### src/ascii_log_crc32_frame_check_macros.svh
// Assertion macros for the frame checker
`ifndef ASCII_LOG_CRC32_FRAME_CHECK_MACROS_SVH
`define ASCII_LOG_CRC32_FRAME_CHECK_MACROS_SVH

`ifndef SYNTH

// Property must hold at every clock edge outside reset
`define ALCFC_ASSERT(lbl, ck, rn, prop) \
  lbl: assert property (@(posedge ck) disable iff (!(rn)) (prop)) \
    else $error("frame check assertion failed");

// Condition must never be seen outside reset
`define ALCFC_NEVER(lbl, ck, rn, cond) \
  lbl: assert property (@(posedge ck) disable iff (!(rn)) !(cond)) \
    else $error("frame check forbidden condition seen");

`else

`define ALCFC_ASSERT(lbl, ck, rn, prop)
`define ALCFC_NEVER(lbl, ck, rn, cond)

`endif

`endif

### src/alcfc_pkg.sv
package alcfc_pkg;

  localparam int CRC_W = 32;
  localparam int BYTE_W = 8;
  localparam int CNT_W = 4;

  localparam logic [CRC_W-1:0] CRC_POLY_RESET = 32'hEDB8_8320;
  localparam logic [BYTE_W-1:0] LINE_FEED = 8'h0A;
  localparam logic [BYTE_W-1:0] STAR = 8'h2A;
  localparam logic [CNT_W-1:0] HEX_MAX_DIGITS = 4'd8;

  // Frame parsing phase
  typedef enum logic [1:0] {
    PH_SYNC = 2'd0,
    PH_BODY = 2'd1,
    PH_HEX  = 2'd2,
    PH_TAIL = 2'd3
  } phase_t;

  // Decoded hex character
  typedef struct packed {
    logic       ok;
    logic [3:0] val;
  } hex_dec_t;

  function automatic hex_dec_t hex_decode(input logic [BYTE_W-1:0] c);
    hex_dec_t d;
    logic [BYTE_W-1:0] diff;
    d    = '0;
    diff = '0;
    if (c >= 8'h30 && c <= 8'h39) begin
      diff  = c - 8'h30;
      d.ok  = 1'b1;
      d.val = diff[3:0];
    end else if (c >= 8'h41 && c <= 8'h46) begin
      diff  = c - 8'h37;
      d.ok  = 1'b1;
      d.val = diff[3:0];
    end else if (c >= 8'h61 && c <= 8'h66) begin
      diff  = c - 8'h57;
      d.ok  = 1'b1;
      d.val = diff[3:0];
    end
    return d;
  endfunction

endpackage

### src/alcfc_crc_byte.sv
module alcfc_crc_byte (
  input  logic [alcfc_pkg::CRC_W-1:0]  crc_in,
  input  logic [alcfc_pkg::BYTE_W-1:0] data_in,
  input  logic [alcfc_pkg::CRC_W-1:0]  poly,
  output logic [alcfc_pkg::CRC_W-1:0]  crc_out
);

  logic [alcfc_pkg::CRC_W-1:0] t;

  // Reflected CRC, eight bit steps over the low byte
  always_comb begin
    t = {{(alcfc_pkg::CRC_W-alcfc_pkg::BYTE_W){1'b0}},
         crc_in[alcfc_pkg::BYTE_W-1:0] ^ data_in};
    for (int k = 0; k < alcfc_pkg::BYTE_W; k++) begin
      if (t[0]) begin
        t = (t >> 1) ^ poly;
      end else begin
        t = t >> 1;
      end
    end
    crc_out = (crc_in >> alcfc_pkg::BYTE_W) ^ t;
  end

endmodule

### src/ascii_log_crc32_frame_check.sv
// A line feed that is accepted loads the result registers and sets out_valid.
// Throughput: one byte per cycle when not stalled; CRC update is one byte-wide XOR tree per cycle.
// Input stalls only while a result is held and the output side stalls.
// Reset (rst_n low, synchronous): frame state and output valid clear,
// polynomial returns to 0xEDB88320.
`include "ascii_log_crc32_frame_check_macros.svh"

module ascii_log_crc32_frame_check (
  input  logic                              clk,
  input  logic                              rst_n,
  input  logic                              cfg_wr_en,
  input  logic [alcfc_pkg::CRC_W-1:0]       cfg_wr_data,
  input  logic                              in_valid,
  output logic                              in_stall,
  input  logic [alcfc_pkg::BYTE_W-1:0]      in_rx_byte,
  output logic                              out_valid,
  input  logic                              out_stall,
  output logic                              out_crc_match,
  output logic [alcfc_pkg::CRC_W-1:0]       out_computed_crc,
  output logic [alcfc_pkg::CRC_W-1:0]       out_received_crc,
  output logic                              out_malformed
);

  logic [alcfc_pkg::CRC_W-1:0] poly_r;
  alcfc_pkg::phase_t           phase_r, phase_nxt;
  logic [alcfc_pkg::CRC_W-1:0] crc_r, crc_nxt;
  logic [alcfc_pkg::CRC_W-1:0] hex_r, hex_nxt;
  logic [alcfc_pkg::CNT_W-1:0] cnt_r, cnt_nxt;
  logic                        out_valid_r;
  logic                        match_r;
  logic [alcfc_pkg::CRC_W-1:0] comp_r;
  logic [alcfc_pkg::CRC_W-1:0] recv_r;
  logic                        bad_r;

  logic                        in_acc;
  logic                        is_lf;
  logic                        bad;
  logic [alcfc_pkg::CRC_W-1:0] crc_upd;
  alcfc_pkg::hex_dec_t         hd;

  // Handshake
  assign in_stall = out_valid_r & out_stall;
  assign in_acc   = in_valid & ~in_stall;
  assign is_lf    = (in_rx_byte == alcfc_pkg::LINE_FEED);
  assign hd       = alcfc_pkg::hex_decode(in_rx_byte);
  assign bad      = ~((phase_r == alcfc_pkg::PH_HEX) || (phase_r == alcfc_pkg::PH_TAIL))
                    | (cnt_r == '0);

  alcfc_crc_byte u_crc_byte (
    .crc_in  (crc_r),
    .data_in (in_rx_byte),
    .poly    (poly_r),
    .crc_out (crc_upd)
  );

  // Next phase
  always_comb begin
    phase_nxt = phase_r;
    if (in_acc) begin
      if (is_lf) begin
        phase_nxt = alcfc_pkg::PH_SYNC;
      end else begin
        unique case (phase_r)
          alcfc_pkg::PH_SYNC: phase_nxt = alcfc_pkg::PH_BODY;
          alcfc_pkg::PH_BODY: begin
            if (in_rx_byte == alcfc_pkg::STAR) phase_nxt = alcfc_pkg::PH_HEX;
          end
          alcfc_pkg::PH_HEX: begin
            if (!(hd.ok && cnt_r < alcfc_pkg::HEX_MAX_DIGITS)) begin
              phase_nxt = alcfc_pkg::PH_TAIL;
            end
          end
          default: phase_nxt = phase_r;
        endcase
      end
    end
  end

  // Running CRC and hex collection
  always_comb begin
    crc_nxt = crc_r;
    hex_nxt = hex_r;
    cnt_nxt = cnt_r;
    if (in_acc) begin
      if (is_lf) begin
        crc_nxt = '0;
        hex_nxt = '0;
        cnt_nxt = '0;
      end else begin
        unique case (phase_r)
          alcfc_pkg::PH_BODY: begin
            if (in_rx_byte == alcfc_pkg::STAR) begin
              hex_nxt = '0;
              cnt_nxt = '0;
            end else begin
              crc_nxt = crc_upd;
            end
          end
          alcfc_pkg::PH_HEX: begin
            if (hd.ok && cnt_r < alcfc_pkg::HEX_MAX_DIGITS) begin
              hex_nxt = {hex_r[alcfc_pkg::CRC_W-5:0], hd.val};
              cnt_nxt = cnt_r + 1'b1;
            end
          end
          default: begin
            crc_nxt = crc_r;
          end
        endcase
      end
    end
  end

  // Configuration and frame state
  always_ff @(posedge clk) begin
    if (!rst_n) begin
      poly_r  <= alcfc_pkg::CRC_POLY_RESET;
      phase_r <= alcfc_pkg::PH_SYNC;
      crc_r   <= '0;
      hex_r   <= '0;
      cnt_r   <= '0;
    end else begin
      if (cfg_wr_en) poly_r <= cfg_wr_data;
      phase_r <= phase_nxt;
      crc_r   <= crc_nxt;
      hex_r   <= hex_nxt;
      cnt_r   <= cnt_nxt;
    end
  end

  // Result register
  always_ff @(posedge clk) begin
    if (!rst_n) begin
      out_valid_r <= 1'b0;
    end else if (in_acc && is_lf) begin
      out_valid_r <= 1'b1;
    end else if (out_valid_r && !out_stall) begin
      out_valid_r <= 1'b0;
    end
  end

  always_ff @(posedge clk) begin
    if (in_acc && is_lf) begin
      match_r <= ~bad & (crc_r == hex_r);
      comp_r  <= crc_r;
      recv_r  <= hex_r;
      bad_r   <= bad;
    end
  end

  assign out_valid        = out_valid_r;
  assign out_crc_match    = match_r;
  assign out_computed_crc = comp_r;
  assign out_received_crc = recv_r;
  assign out_malformed    = bad_r;

  // Checks
  `ALCFC_ASSERT(a_lf_gives_result, clk, rst_n, (in_acc && is_lf) |=> out_valid_r)
  `ALCFC_ASSERT(a_lf_clears_frame, clk, rst_n,
                (in_acc && is_lf) |=>
                (phase_r == alcfc_pkg::PH_SYNC && crc_r == '0 && cnt_r == '0))
  `ALCFC_NEVER(a_cnt_over, clk, rst_n, cnt_r > alcfc_pkg::HEX_MAX_DIGITS)
  `ALCFC_NEVER(a_cnt_phase, clk, rst_n,
               (cnt_r != '0) && (phase_r == alcfc_pkg::PH_SYNC || phase_r == alcfc_pkg::PH_BODY))
  `ALCFC_NEVER(a_match_bad, clk, rst_n, out_valid_r && match_r && bad_r)

endmodule
### config.mk
export PLATFORM = sky130hd
export DESIGN_NAME = ascii_log_crc32_frame_check
export DESIGN_NICKNAME = d
export VERILOG_FILES = /design/src/alcfc_pkg.sv /design/src/alcfc_crc_byte.sv /design/src/ascii_log_crc32_frame_check.sv
export VERILOG_INCLUDE_DIRS = /design/src /design/src/src
export SDC_FILE = /design/constraint.sdc
export NUM_CORES = 1
export LEC_CHECK = 0
export BUFFER_PORTS_ARGS = -buffer_cell sky130_fd_sc_hd__buf_2
export CAP_MARGIN = 30
export CORE_MARGIN = 2
export CORE_UTILIZATION = 62
export CTS_BUF_LIST = sky130_fd_sc_hd__clkbuf_8
export CTS_CLUSTER_SIZE = 14
export DETAILED_ROUTE_END_ITERATION = 8
export PLACE_DENSITY = 0.88
export SETUP_SLACK_MARGIN = 0.1
export SLEW_MARGIN = 20
export SYNTH_ARGS = -nofsm -noshare
export SYNTH_HDL_FRONTEND = slang
export SYNTH_HIERARCHICAL = 1
export SYNTH_SLANG_ARGS = --single-unit
### constraint.sdc
create_clock -name clk -period 7.95 [get_ports clk]
set_input_delay 1.59 -clock clk [delete_from_list [all_inputs] [get_ports clk]]
set_output_delay 1.59 -clock clk [all_outputs]
set_load 0.01 [all_outputs]
* After elaboration in Yosys (flattened, before gate mapping)
Cells that the tools add are included.
Word-level totals: memory bits (writable) 0, register bits 169, bits in read-only memories 0, memories kept 0, output and inout port bits 68, latch bits 0
Operators by class: equal/unequal tests 10, multiplexer cells 28, reductions and logical operators 17, divide/modulo/power cells 0, shift operators 0, add/subtract/negate cells 4, multipliers 0, bitwise gates (word level) 17, $lt $le $gt $ge 7
Operator list (number):
- two-way mux 32 bit | 14
- XOR 31 x 32 -> 32 bit | 7
- one-hot mux 32 bit (2 select lines) | 1
- == test 32 bit | 1
- XOR 24 x 32 -> 32 bit | 1
- XOR 7 x 32 -> 32 bit | 1
- >= comparator 8 x 7 -> 1 bit, second input constant | 2
- less-or-equal comparator 8 x 7 -> 1 bit, second input constant | 2
- two-way mux 5 bit | 3
- two-way mux 4 bit | 3
- == test 8 x 4 -> 1 bit, second input constant | 1
- == test 8 x 6 -> 1 bit, second input constant | 1
- >= comparator 8 x 6 -> 1 bit, second input constant | 1
- less-or-equal comparator 8 x 6 -> 1 bit, second input constant | 1
- one-hot mux 4 bit (2 select lines) | 1
- AND reduction 4 bit | 2
- subtractor 4 x 3 -> 4 bit, second input constant | 2
- XOR 8 bit | 1
- logical AND 1 bit | 6
- two-way mux 2 bit | 3
- != test 3 bit, second input constant | 2
- one-hot mux 2 bit (3 select lines) | 1
- adder 4 x 1 -> 4 bit, second input constant | 1
- == test 2 bit, second input constant | 2
- other kinds (17) | 23

* Longest topological paths before layout
Gate-level depths: netlist of the first run.
depth after elaboration 21, mapped depth 16, mapped depth without buffers 13

* Cells and area by module
Netlist of the first run, hierarchy kept.
By module, submodules not included:
- ascii_log_crc32_frame_check | cells each 487, times used 1, area an instance 6307.3 um2
- alcfc_crc_byte | cells each 692, times used 1, area an instance 4932.2 um2

* Worst setup path after synthesis of the first run
OpenSTA, ideal clock, no wires.
path type input to register, start point input port in_rx_byte[0] (netlist bit), end point register comp_r, in the netlist out_computed_crc[0] (enable), setup time 0.574 ns, cell stages on the path 4, setup slack 0.764 ns, data required time 7.376 ns, data arrival time 6.613 ns, path buffers 0, cells stage by stage inv_1 > ha_1 > nand4bb_4 > nor3_1
Between the ends: longest elaborated chain between the ends 2
RTL lines:
- start, declared | RTL line ascii_log_crc32_frame_check.sv:15 | input logic [alcfc_pkg::BYTE_W-1:0] in_rx_byte,
- == test 8 x 4 -> 1 bit | RTL line ascii_log_crc32_frame_check.sv:44 | assign is_lf = (in_rx_byte == alcfc_pkg::LINE_FEED);
- logical AND 1 bit | RTL line ascii_log_crc32_frame_check.sv:142 | if (in_acc && is_lf) begin
- end signal, assigned | RTL line ascii_log_crc32_frame_check.sv:144 | comp_r <= crc_r;
- end, declared | RTL line ascii_log_crc32_frame_check.sv:31 | logic [alcfc_pkg::CRC_W-1:0] comp_r;
Every way passes these cells. A chain may end at the register's enable or synchronous reset.

* Worst setup path after layout of the first run
start point input port in_rx_byte[0] (netlist bit), end point register crc_r[28] (netlist bit)
Between the ends: longest elaborated chain between the ends 19, elaborated cells on any way between the ends 25, those cells by class 3 x eq/ne; 11 x mux; 9 x bitwise; 2 x reduce/logical
RTL lines:
- XOR 8 bit (*) | RTL line alcfc_crc_byte.sv:13 | crc_in[alcfc_pkg::BYTE_W-1:0] ^ data_in};
- two-way mux 32 bit (*) | RTL line alcfc_crc_byte.sv:15 | if (t[0]) begin
- XOR 31 x 32 -> 32 bit | RTL line alcfc_crc_byte.sv:16 | t = (t >> 1) ^ poly;
- two-way mux 32 bit (*) | RTL line alcfc_crc_byte.sv:15
- XOR 31 x 32 -> 32 bit | RTL line alcfc_crc_byte.sv:16
- two-way mux 32 bit (*) | RTL line alcfc_crc_byte.sv:15
- XOR 31 x 32 -> 32 bit | RTL line alcfc_crc_byte.sv:16
- two-way mux 32 bit (*) (2 in a row) | RTL line alcfc_crc_byte.sv:15
- [3 not listed]
- two-way mux 32 bit (*) | RTL line alcfc_crc_byte.sv:15
- XOR 31 x 32 -> 32 bit / two-way mux 32 bit (equally long branches) | RTL line alcfc_crc_byte.sv:16, alcfc_crc_byte.sv:15
- two-way mux 32 bit (*) | RTL line alcfc_crc_byte.sv:15
- XOR 24 x 32 -> 32 bit (*) | RTL line alcfc_crc_byte.sv:21 | crc_out = (crc_in >> alcfc_pkg::BYTE_W) ^ t;
- net crc_upd (one bit) | RTL line ascii_log_crc32_frame_check.sv:38 | logic [alcfc_pkg::CRC_W-1:0] crc_upd;
- two-way mux 32 bit (*) | RTL line ascii_log_crc32_frame_check.sv:92 | if (in_rx_byte == alcfc_pkg::STAR) begin
- two-way mux 32 bit (*) | RTL line ascii_log_crc32_frame_check.sv:90 | unique case (phase_r)
- two-way mux 32 bit (*) | RTL line ascii_log_crc32_frame_check.sv:85 | if (is_lf) begin
- end signal, assigned | RTL line ascii_log_crc32_frame_check.sv:124 | crc_r <= crc_nxt;
- end, declared | RTL line ascii_log_crc32_frame_check.sv:26 | logic [alcfc_pkg::CRC_W-1:0] crc_r, crc_nxt;
The timed path passes the listed nets; every way through them passes the cells marked *. The select of a mux whose other input is x is not followed.

==> results of run 1 <==
==> cells in the mapped netlist, drive strengths merged, types with 5 or more instances <==
cell       n
o2111ai   30
nor4      10
a21o       5
nor2      68
clkbuf    80
xnor2    157
xnor3     32
nand2    203
and2      11
a211oi     6
inv       12
a32o      29
xor2      66
dfxtp    103
edfxtp    66
a21oi     13
a22oi     32
nor3b     27
o21ai     39
nor3       7
buf       27
nand3     44
mux2i     35
ha        11
==> worst min-delay path, delay by kind of cell (launching register included) <==
family           cells  cell delay [ns]
and+or+nand+nor      1             0.06
DFF                  1             0.35
muxes                1             0.05
==> power breakdown <==
part / switching [mW] / total, mW / internal [mW]
Clock: 0.380 / 0.620 / 0.240
Sequential: 0.176 / 1.16 / 0.984
Combinational: 2.02 / 3.79 / 1.77
==> flip-flops by register name, indices dropped and copies added (netlist names) <==
signal	flops
out_computed_crc	32
out_malformed	1
poly_r	32
crc_r	32
out_valid	1
out_crc_match	1
out_received_crc	32
phase_r	2
cnt_r	4
hex_r	32
==> worst paths after layout <==
| path | cells after the start | end | startpoint | slack (ns) |
|---|---|---|---|---|
| hold / removal | 2 | phase_r[1] | phase_r[1] | 0.51 |
| setup / recovery | 17 | crc_r[28] | in_rx_byte[0] | 2.18 |
| setup reg to reg | 14 | crc_r[28] | poly_r[1] | 2.89 |
| hold reg to reg | 2 | phase_r[1] | phase_r[1] | 0.51 |
==> routing by layer <==
metal  track usage  part of all wire
met1         0.402              0.38
met2         0.531              0.48
met3        0.0832              0.10
met4         0.145             0.044
met5             0                 0
==> per-stage QoR <==
stage	hold WS, ns	area (um2)	cells	utilization	setup WS, ns
CTS	0.514	12200	1465	0.682	2.34
floorplan	0.440	11200	1179	-	0.764
global route	0.524	12300	1468	0.685	2.05
global placement	0.472	11800	1433	0.660	2.07
detailed placement	0.488	11800	1433	0.660	1.87
finish	0.507	12300	1468	0.685	2.18
==> cells in the final DEF (no fill, tap or decap), types with 9 or more instances in the layout <==
cell         n
and2_1       9
buf_4       20
mux2i_1     35
a21oi_1     11
edfxtp_1    66
nand2_1    203
nor4_1      10
ha_1        11
buf_2      112
nor2_1      67
inv_1       11
dfxtp_1    103
nor3b_1     21
o21ai_1     30
o2111ai_1   30
xnor2_1    153
nand3_1     44
a32o_1      29
xor2_1      63
xnor3_1     32
a22oi_1     32
clkbuf_8    17
==> logic make-up after synthesis <==
logic type | Yosys count | synth area share
compound gates | 189 | 0.132
xor+xnor | 259 | 0.250
fa+ha+maj | 11 | 0.0122
buf+inv | 120 | 0.0456
flops | 169 | 0.360
mux | 36 | 0.0322
simple gates | 395 | 0.168
==> area by class of cell <==
type	instances	area, um2
repair buffers	135	756
clock inverters	15	168
clock buffers	17	234
well taps	229	287
flip-flops and latches	169	4040
fillers	1256	5640
inverters	13	48.8
multi-input cells	890	6720
==> flow_summary.ini, run 1 <==
[outcome]
status = complete, no violations

[power_and_ir_drop]
powerDensity_nw_per_um2 = 454
p_leak_nw = 4.96
ir_drop_uv = 410
p_total_mw = 5.57

[synthesis]
synth_nets = 1235
synth-seq-area-share = 0.360
ys_seq_elements = 169
synth.area.top_cells = dfxtp_1 18%, edfxtp_1 18%, xnor2_1 12%, nand2_1 6.8%, xnor3_1 6.4%
netlist_area_um2 = 11200
ys_types = 79
synth_ff_type = dfxtp_1
synth_warnings = 6
async_flop_share = 0
synth_area_leader_cell = dfxtp_1
synth-edff-count = 66
synth_top_area_share = 0.183
synth_cells = 1179
synth.avg_cell_area_um2 = 9.53

[placement]
place.gp.congestion = 0.910
hpwl_um = 20100
io_buffers = 112

[timing]
hold_viol_final = 0
tightest_slew_ns = 0.903
finalCritPeriodShare = 0.726
rsz0062_at_grt = false
slew_violations = 0
fin_crit_ns = 5.77
max_slew_margin = 0.398
tns_ns = 0
finalClockSkew_ns = 0.0150
fmax_mhz = 173
setup_viol = 0

[grt]
antenna_found_initial = 1
grt_util_all_layers = 0.322
gr-total-overflow = 0
grt_pass1_vias = 9065
grt_pass1_wl_um = 49400
grt_max_degree = 58

[critical_path]
cp_slowest_stage_delay_ns = 0.84
cp_max_fo = 34
cp_slowest_cell = a311oi_4
cp_top_family = compound AO/OA/AOI/OAI gates
critical_path_arrival_ns = 6.14
worstPathRequired_ns = 8.32
cp_common_cell = buf_4
path_class = in2reg
cp-end-kind = flop
crit_path_start_kind = input port
path_cells = buf_2, xor2_2, buf_4, nand3_1, and2_1, buf_4, a2111oi_2, nor4_1, nor2_2, a21oi_1, o22ai_1, a311oi_4, buf_4, nor3_1, xor2_1, a22oi_1, nor2_1
crit_buf_inv = 4

[min_path]
hold_class = reg2reg

[routing]
wl_um = 31200
drt_first_iter_violations = 1303
drc_errors = 0
firstDrtPassIters = 9
via_per_inst = 6.46
postRouteAntennaNets = 0
wl_per_cell_um = 21.2
via_count = 9486

[floorplan]
chipWidth_um = 139
rows = 49
die_h_um = 139
ios = 113
start_util = 0.628
dieArea_um2 = 19200
fp.coreArea_um2 = 17900

[clock_network]
insertion_delay_ns = 0.49
cts-root-buf = clkbuf_8
cts_max_level = 4
postCtsSetupRepairBufs = 0
cts.clk_slew.worst_paths_ns = 0.09
cts_tree = done
clock_sinks = 169
clockBufferDepth = 2
holdBufCountCts = 0
cts_resized = 0
numCtsBuffers = 17

[cells_and_area]
drive_gt1_frac = 0.165
syn2layout_area_growth_pct = 9.06
diodes = 0
nNetsFinal = 1282

[flow_run]
cap_violations = 0
Note: power is estimated with default switching activity, not from simulation.
==> run 2: changes to the inputs <==
==> constraint.sdc (replaced) <==
create_clock -name clk -period 5.9 [get_ports clk]
set_input_delay 1.18 -clock clk [delete_from_list [all_inputs] [get_ports clk]]
set_output_delay 1.18 -clock clk [all_outputs]
set_load 0.01 [all_outputs]
==> run 2 against run 1 <==
First-iteration DRC count decreased by 11%. Combinational power increased by 35%. Die area unchanged. Total power increased by 36%. Design area increased by 0.55%. Worst hold slack about the same. Critical path type unchanged. Sequential share of layout area decreased by 0.18 points. Critical endpoint is now crc_r[24]. Worst setup slack got worse by 1.3 ns. Critical path depth decreased by 1. Cell count increased by 0.20%. Sequential cell count unchanged. Wire length increased by 1.7%.
==> flow_summary.ini, run 2 (same netlist as run 1, synthesis figures left out) <==
[placement]
hpwl_um = 20500
io_buffers = 112
place.gp.congestion = 0.952

[min_path]
hp-start = phase_r[1]
hold_class = reg2reg
hold_depth = 2
worstHoldEndpoint = phase_r[1]

[flow_run]
cap_violations = 0

[routing]
dr_wl_met2_um = 15200
firstDrtPassIters = 5
top_layer_used = met4
drc_errors = 0
wl_met1_um = 11900
postRouteAntennaNets = 0
met3WireLength_um = 3380
via_per_inst = 6.39
drt_first_iter_violations = 1157
wl_per_cell_um = 21.6
via_count = 9394
wl_um = 31700

[cells_and_area]
mostFrequentLayoutCells = 203 x nand2_1, 153 x xnor2_1, 112 x buf_2
diodes = 0
mostFrequentLayoutCell = nand2_1
utilization = 0.688
syn2layout_area_growth_pct = 9.66
drive_gt1_frac = 0.167
nNetsFinal = 1285

[power_and_ir_drop]
ir_drop_uv = 363
p_total_mw = 7.56
p_leak_nw = 5.00
powerDensity_nw_per_um2 = 614

[critical_path]
crit_path_start_kind = input port
cp_top_family = XOR/XNOR gates
worstPathRequired_ns = 6.29
reg2reg_slack_ns = 1.24
cp_slowest_cell = a311oi_4
crit-reg2reg-launch = crc_r[0]
cp-end-kind = flop
critical_path_arrival_ns = 5.41
reg2reg_depth = 13
path_class = in2reg
cp_slowest_stage_delay_ns = 0.58
path_cells = buf_2, xnor2_1, xnor2_2, a221oi_2, o32ai_2, and2_4, xor3_1, buf_4, nand2_1, xor2_1, a311oi_4, buf_4, nor3b_1, xor2_1, a22oi_1, nor2_1
cp_max_fo = 30
crit_buf_inv = 3
r2r_end = crc_r[24]

[grt]
grt_pass1_vias = 8933
gr-total-overflow = 0
antenna_found_initial = 0
grt_max_degree = 57
grt_pass1_wl_um = 49400
grt_util_all_layers = 0.323

[clock_network]
cts.clk_slew.worst_paths_ns = 0.11
cts_resized = 0
insertion_delay_ns = 0.50
cts_max_level = 4
numCtsBuffers = 17
postCtsSetupRepairBufs = 0
clock_sinks = 169
cts_tree = done
cts-root-buf = clkbuf_8
clockBufferDepth = 2
holdBufCountCts = 0

[timing]
fmax_mhz = 199
tightest_slew_ns = 0.972
whs_ns = 0.507
setup_viol = 0
max_slew_margin = 0.346
slew_violations = 0
rsz0062_at_grt = false
tns_ns = 0
finalCritPeriodShare = 0.851
finalClockSkew_ns = 0.0117
hold_viol_final = 0
fin_crit_ns = 5.02

[floorplan]
ios = 113
die_h_um = 139
dieArea_um2 = 19200
start_util = 0.628
chipWidth_um = 139
fp.coreArea_um2 = 17900
rows = 49

[outcome]
status = complete, no violations
-- run 2: layer usage --
layer	global-route usage	vias up
met5	0	-
met4	0.141	0
met3	0.0822	114
met2	0.532	607
met1	0.407	4460
li1	-	4213
-- run 2: stage by stage --
stage,worst slack [ns],instances,instance area (um2)
6_report,0.876,1471,12300
4_1_cts,0.990,1470,12300
3_3_place_gp,0.576,1436,11800
2_1_floorplan,1.17,1179,11200
5_1_grt,0.637,1471,12300
3_5_place_dp,0.550,1438,11900
-- run 2: worst max-delay path by stage --
stage / startpoint / depth (start not counted) / slack [ns] / endpoint
floorplan: in_rx_byte[0] / 4 / 1.17 / out_computed_crc[0]
global placement: in_rx_byte[2] / 14 / 0.58 / crc_r[28]
detailed placement: in_rx_byte[0] / 16 / 0.55 / crc_r[24]
CTS: in_rx_byte[2] / 16 / 0.99 / crc_r[24]
global route: in_rx_byte[2] / 15 / 0.64 / crc_r[21]
finish: in_rx_byte[2] / 16 / 0.88 / crc_r[24]
-- run 2: power by group --
group	internal, mW	switching (mW)
clock	0.332	0.538
combinational	2.45	2.69
sequential	1.33	0.235
total	4.10	3.46
-- run 2: worst min-delay path, stage by stage, from the launching register on --
cell     delay, ns
dfxtp_1       0.35
nand2_1       0.06
mux2i_1       0.05
-- run 2: layout make-up --
cell class	instances	area [um2]
clock buffers	17	234
multi-input cells	890	6730
clock inverters	15	189
inverters	13	48.8
well taps	229	287
fillers	1230	5580
repair buffers	138	796
flip-flops and latches	169	4040
==> run 3: changes to the inputs <==
--- a/config.mk
+++ b/config.mk
@@ -15,8 +15,8 @@
 export DETAILED_ROUTE_END_ITERATION = 8
 export PLACE_DENSITY = 0.88
 export SETUP_SLACK_MARGIN = 0.1
+export SKIP_CTS_REPAIR_TIMING = 1
 export SLEW_MARGIN = 20
 export SYNTH_ARGS = -nofsm -noshare
 export SYNTH_HDL_FRONTEND = slang
-export SYNTH_HIERARCHICAL = 1
 export SYNTH_SLANG_ARGS = --single-unit
==> run 3 against run 2 <==
Non-clock buffer count fell by 9. Synthesized area is 5.3% lower. Combinational power is 47% lower. Worst hold slack got worse by 0.0095 ns. Largest cell class unchanged.
==> flow_summary.ini, run 3 <==
[synthesis]
synth_cells = 1199
synth_warnings = 0
synth.area.top_cells = dfxtp_1 19%, edfxtp_1 19%, xnor2_1 17%, nand2_1 6.0%, o21ai_0 3.6%
async_flop_share = 0
synth_ff_type = dfxtp_1
ys_seq_elements = 169
ys_top_cells_by_count = 207 x xnor2_1, 170 x nand2_1, 103 x dfxtp_1, 78 x clkbuf_1, 76 x o21ai_0
synth.avg_cell_area_um2 = 8.88
synth_area_leader_cell = dfxtp_1
ys_types = 68
synth-edff-count = 66
synth.most_common_cell = xnor2_1
synth-seq-area-share = 0.380
netlist_area_um2 = 10600
synth_top_area_share = 0.194
synth_nets = 1255

[cells_and_area]
drive_gt1_frac = 0.140
utilization = 0.698
syn2layout_area_growth_pct = 9.51
nNetsFinal = 1304
diodes = 0
final_area_um2 = 11700
mostFrequentLayoutCells = 206 x xnor2_1, 170 x nand2_1, 112 x buf_2
mostFrequentLayoutCell = xnor2_1
stdcell_count = 1481
nFillCells = 1203

[routing]
wl_per_cell_um = 17.8
via_per_inst = 6.12
firstDrtPassIters = 6
drt_first_iter_violations = 1231
via_count = 9060
wl_um = 26400
postRouteAntennaNets = 0
drc_errors = 0

[critical_path]
reg2reg_slack_ns = 1.14
crit-reg2reg-launch = poly_r[1]
cp_max_fo = 57
crit_path_start_kind = input port
cp-end-kind = flop
reg2reg_depth = 12
path_class = in2reg
r2r_end = crc_r[16]
worstPathRequired_ns = 6.27
critical_path_arrival_ns = 5.34

[timing]
tns_ns = 0
whs_ns = 0.498
setup_ws_ns = 0.934
finalCritPeriodShare = 0.842
fmax_mhz = 201
setup_viol = 0
slew_violations = 0
max_slew_margin = 0.505
tightest_slew_ns = 0.741
finalClockSkew_ns = 0.0137
rsz0062_at_grt = false
hold_viol_final = 0
fin_crit_ns = 4.97

[power_and_ir_drop]
ir_drop_uv = 218
p_total_mw = 4.98
p_leak_nw = 4.62
powerDensity_nw_per_um2 = 427

[floorplan]
chipWidth_um = 135
fp.coreArea_um2 = 16700
dieArea_um2 = 18200
start_util = 0.638
ios = 113
die_h_um = 135
rows = 47

[clock_network]
cts_max_level = 4
clock_sinks = 169
cts-root-buf = clkbuf_8
cts_tree = done
clockBufferDepth = 2
insertion_delay_ns = 0.48
cts.clk_slew.worst_paths_ns = 0.09
numCtsBuffers = 17

[min_path]
hold_depth = 0
hp-start = hex_r[28]
hold_class = reg2reg
worstHoldEndpoint = out_received_crc[28]

[placement]
hpwl_um = 18000
place_area_um2 = 11200
numPlacedInstances = 1447
io_buffers = 112
place.gp.congestion = 0.905
pre_cts_ws_ns = 0.683

[grt]
grt_max_degree = 70
busiest_layer = met2
antenna_found_initial = 0
gr-usage-met2 = 0.490
grt_pass1_wl_um = 42700
grt_util_all_layers = 0.295
grt_util_met3 = 0.0526
gr-total-overflow = 0
grt_pass1_vias = 8421
gr-usage-met1 = 0.383

[flow_run]
cap_violations = 0

[outcome]
status = complete, no violations
[run 3: area by class of cell]
type,instances,area [um2],area share
tap,220,275,0.0236
inverter,18,67.6,0.00579
multi-input combinational,913,6160,0.528
timing repair buffer,129,719,0.0617
clock buffer,17,234,0.0201
clock inverter,15,165,0.0142
sequential,169,4040,0.347
[run 3: power breakdown]
part	leakage [nW]	internal, mW	switching (mW)
Clock	0.202	0.324	0.502
Combinational	2.96	1.29	1.44
Sequential	1.46	1.28	0.141
[run 3: how the worst max path moves through the flow]
stage	slack, ns	to	startpoint
2_1_floorplan	1.33	crc_r[28]	in_rx_byte[0]
3_3_place_gp	0.80	crc_r[27]	in_rx_byte[0]
3_5_place_dp	0.68	crc_r[7]	in_rx_byte[0]
4_1_cts	1.09	crc_r[16]	in_rx_byte[0]
5_1_grt	0.62	crc_r[16]	in_rx_byte[0]
6_report	0.93	crc_r[16]	in_rx_byte[0]
[run 3: routing by layer]
metal | vias up | share of wire
li1 | 4218 | -
met1 | 4254 | 0.40
met2 | 511 | 0.48
met3 | 77 | 0.095
met4 | 0 | 0.029
met5 | - | 0
[run 3: critical path, stage by stage]
cell and delay (ns):
buf_2 0.20, xor2_2 0.49, xnor2_2 0.23, mux2i_1 0.30, a21oi_1 0.14, nor2b_2 0.28
buf_4 0.39, nand3_1 0.16, a21boi_0 0.23, a2bb2oi_1 0.16, nor4b_2 0.55, or3_4 0.55
a21oi_1 0.17, o31ai_1 0.29
[run 3: kinds of logic (layout without fill, tap and decap cells)]
| kind of cell | count (synthesis) | after routing | synth area share |
|---|---|---|---|
| buffers and inverters | 117 | 179 | 0.0442 |
| DFF | 169 | 169 | 0.380 |
| and+or+nand+nor | 385 | 385 | 0.176 |
| AOI/OAI and AO/OA | 227 | 227 | 0.136 |
| muxes | 37 | 37 | 0.0348 |
| xor gates and xnor gates | 253 | 253 | 0.217 |
| adders and majority gates | 11 | 11 | 0.0129 |
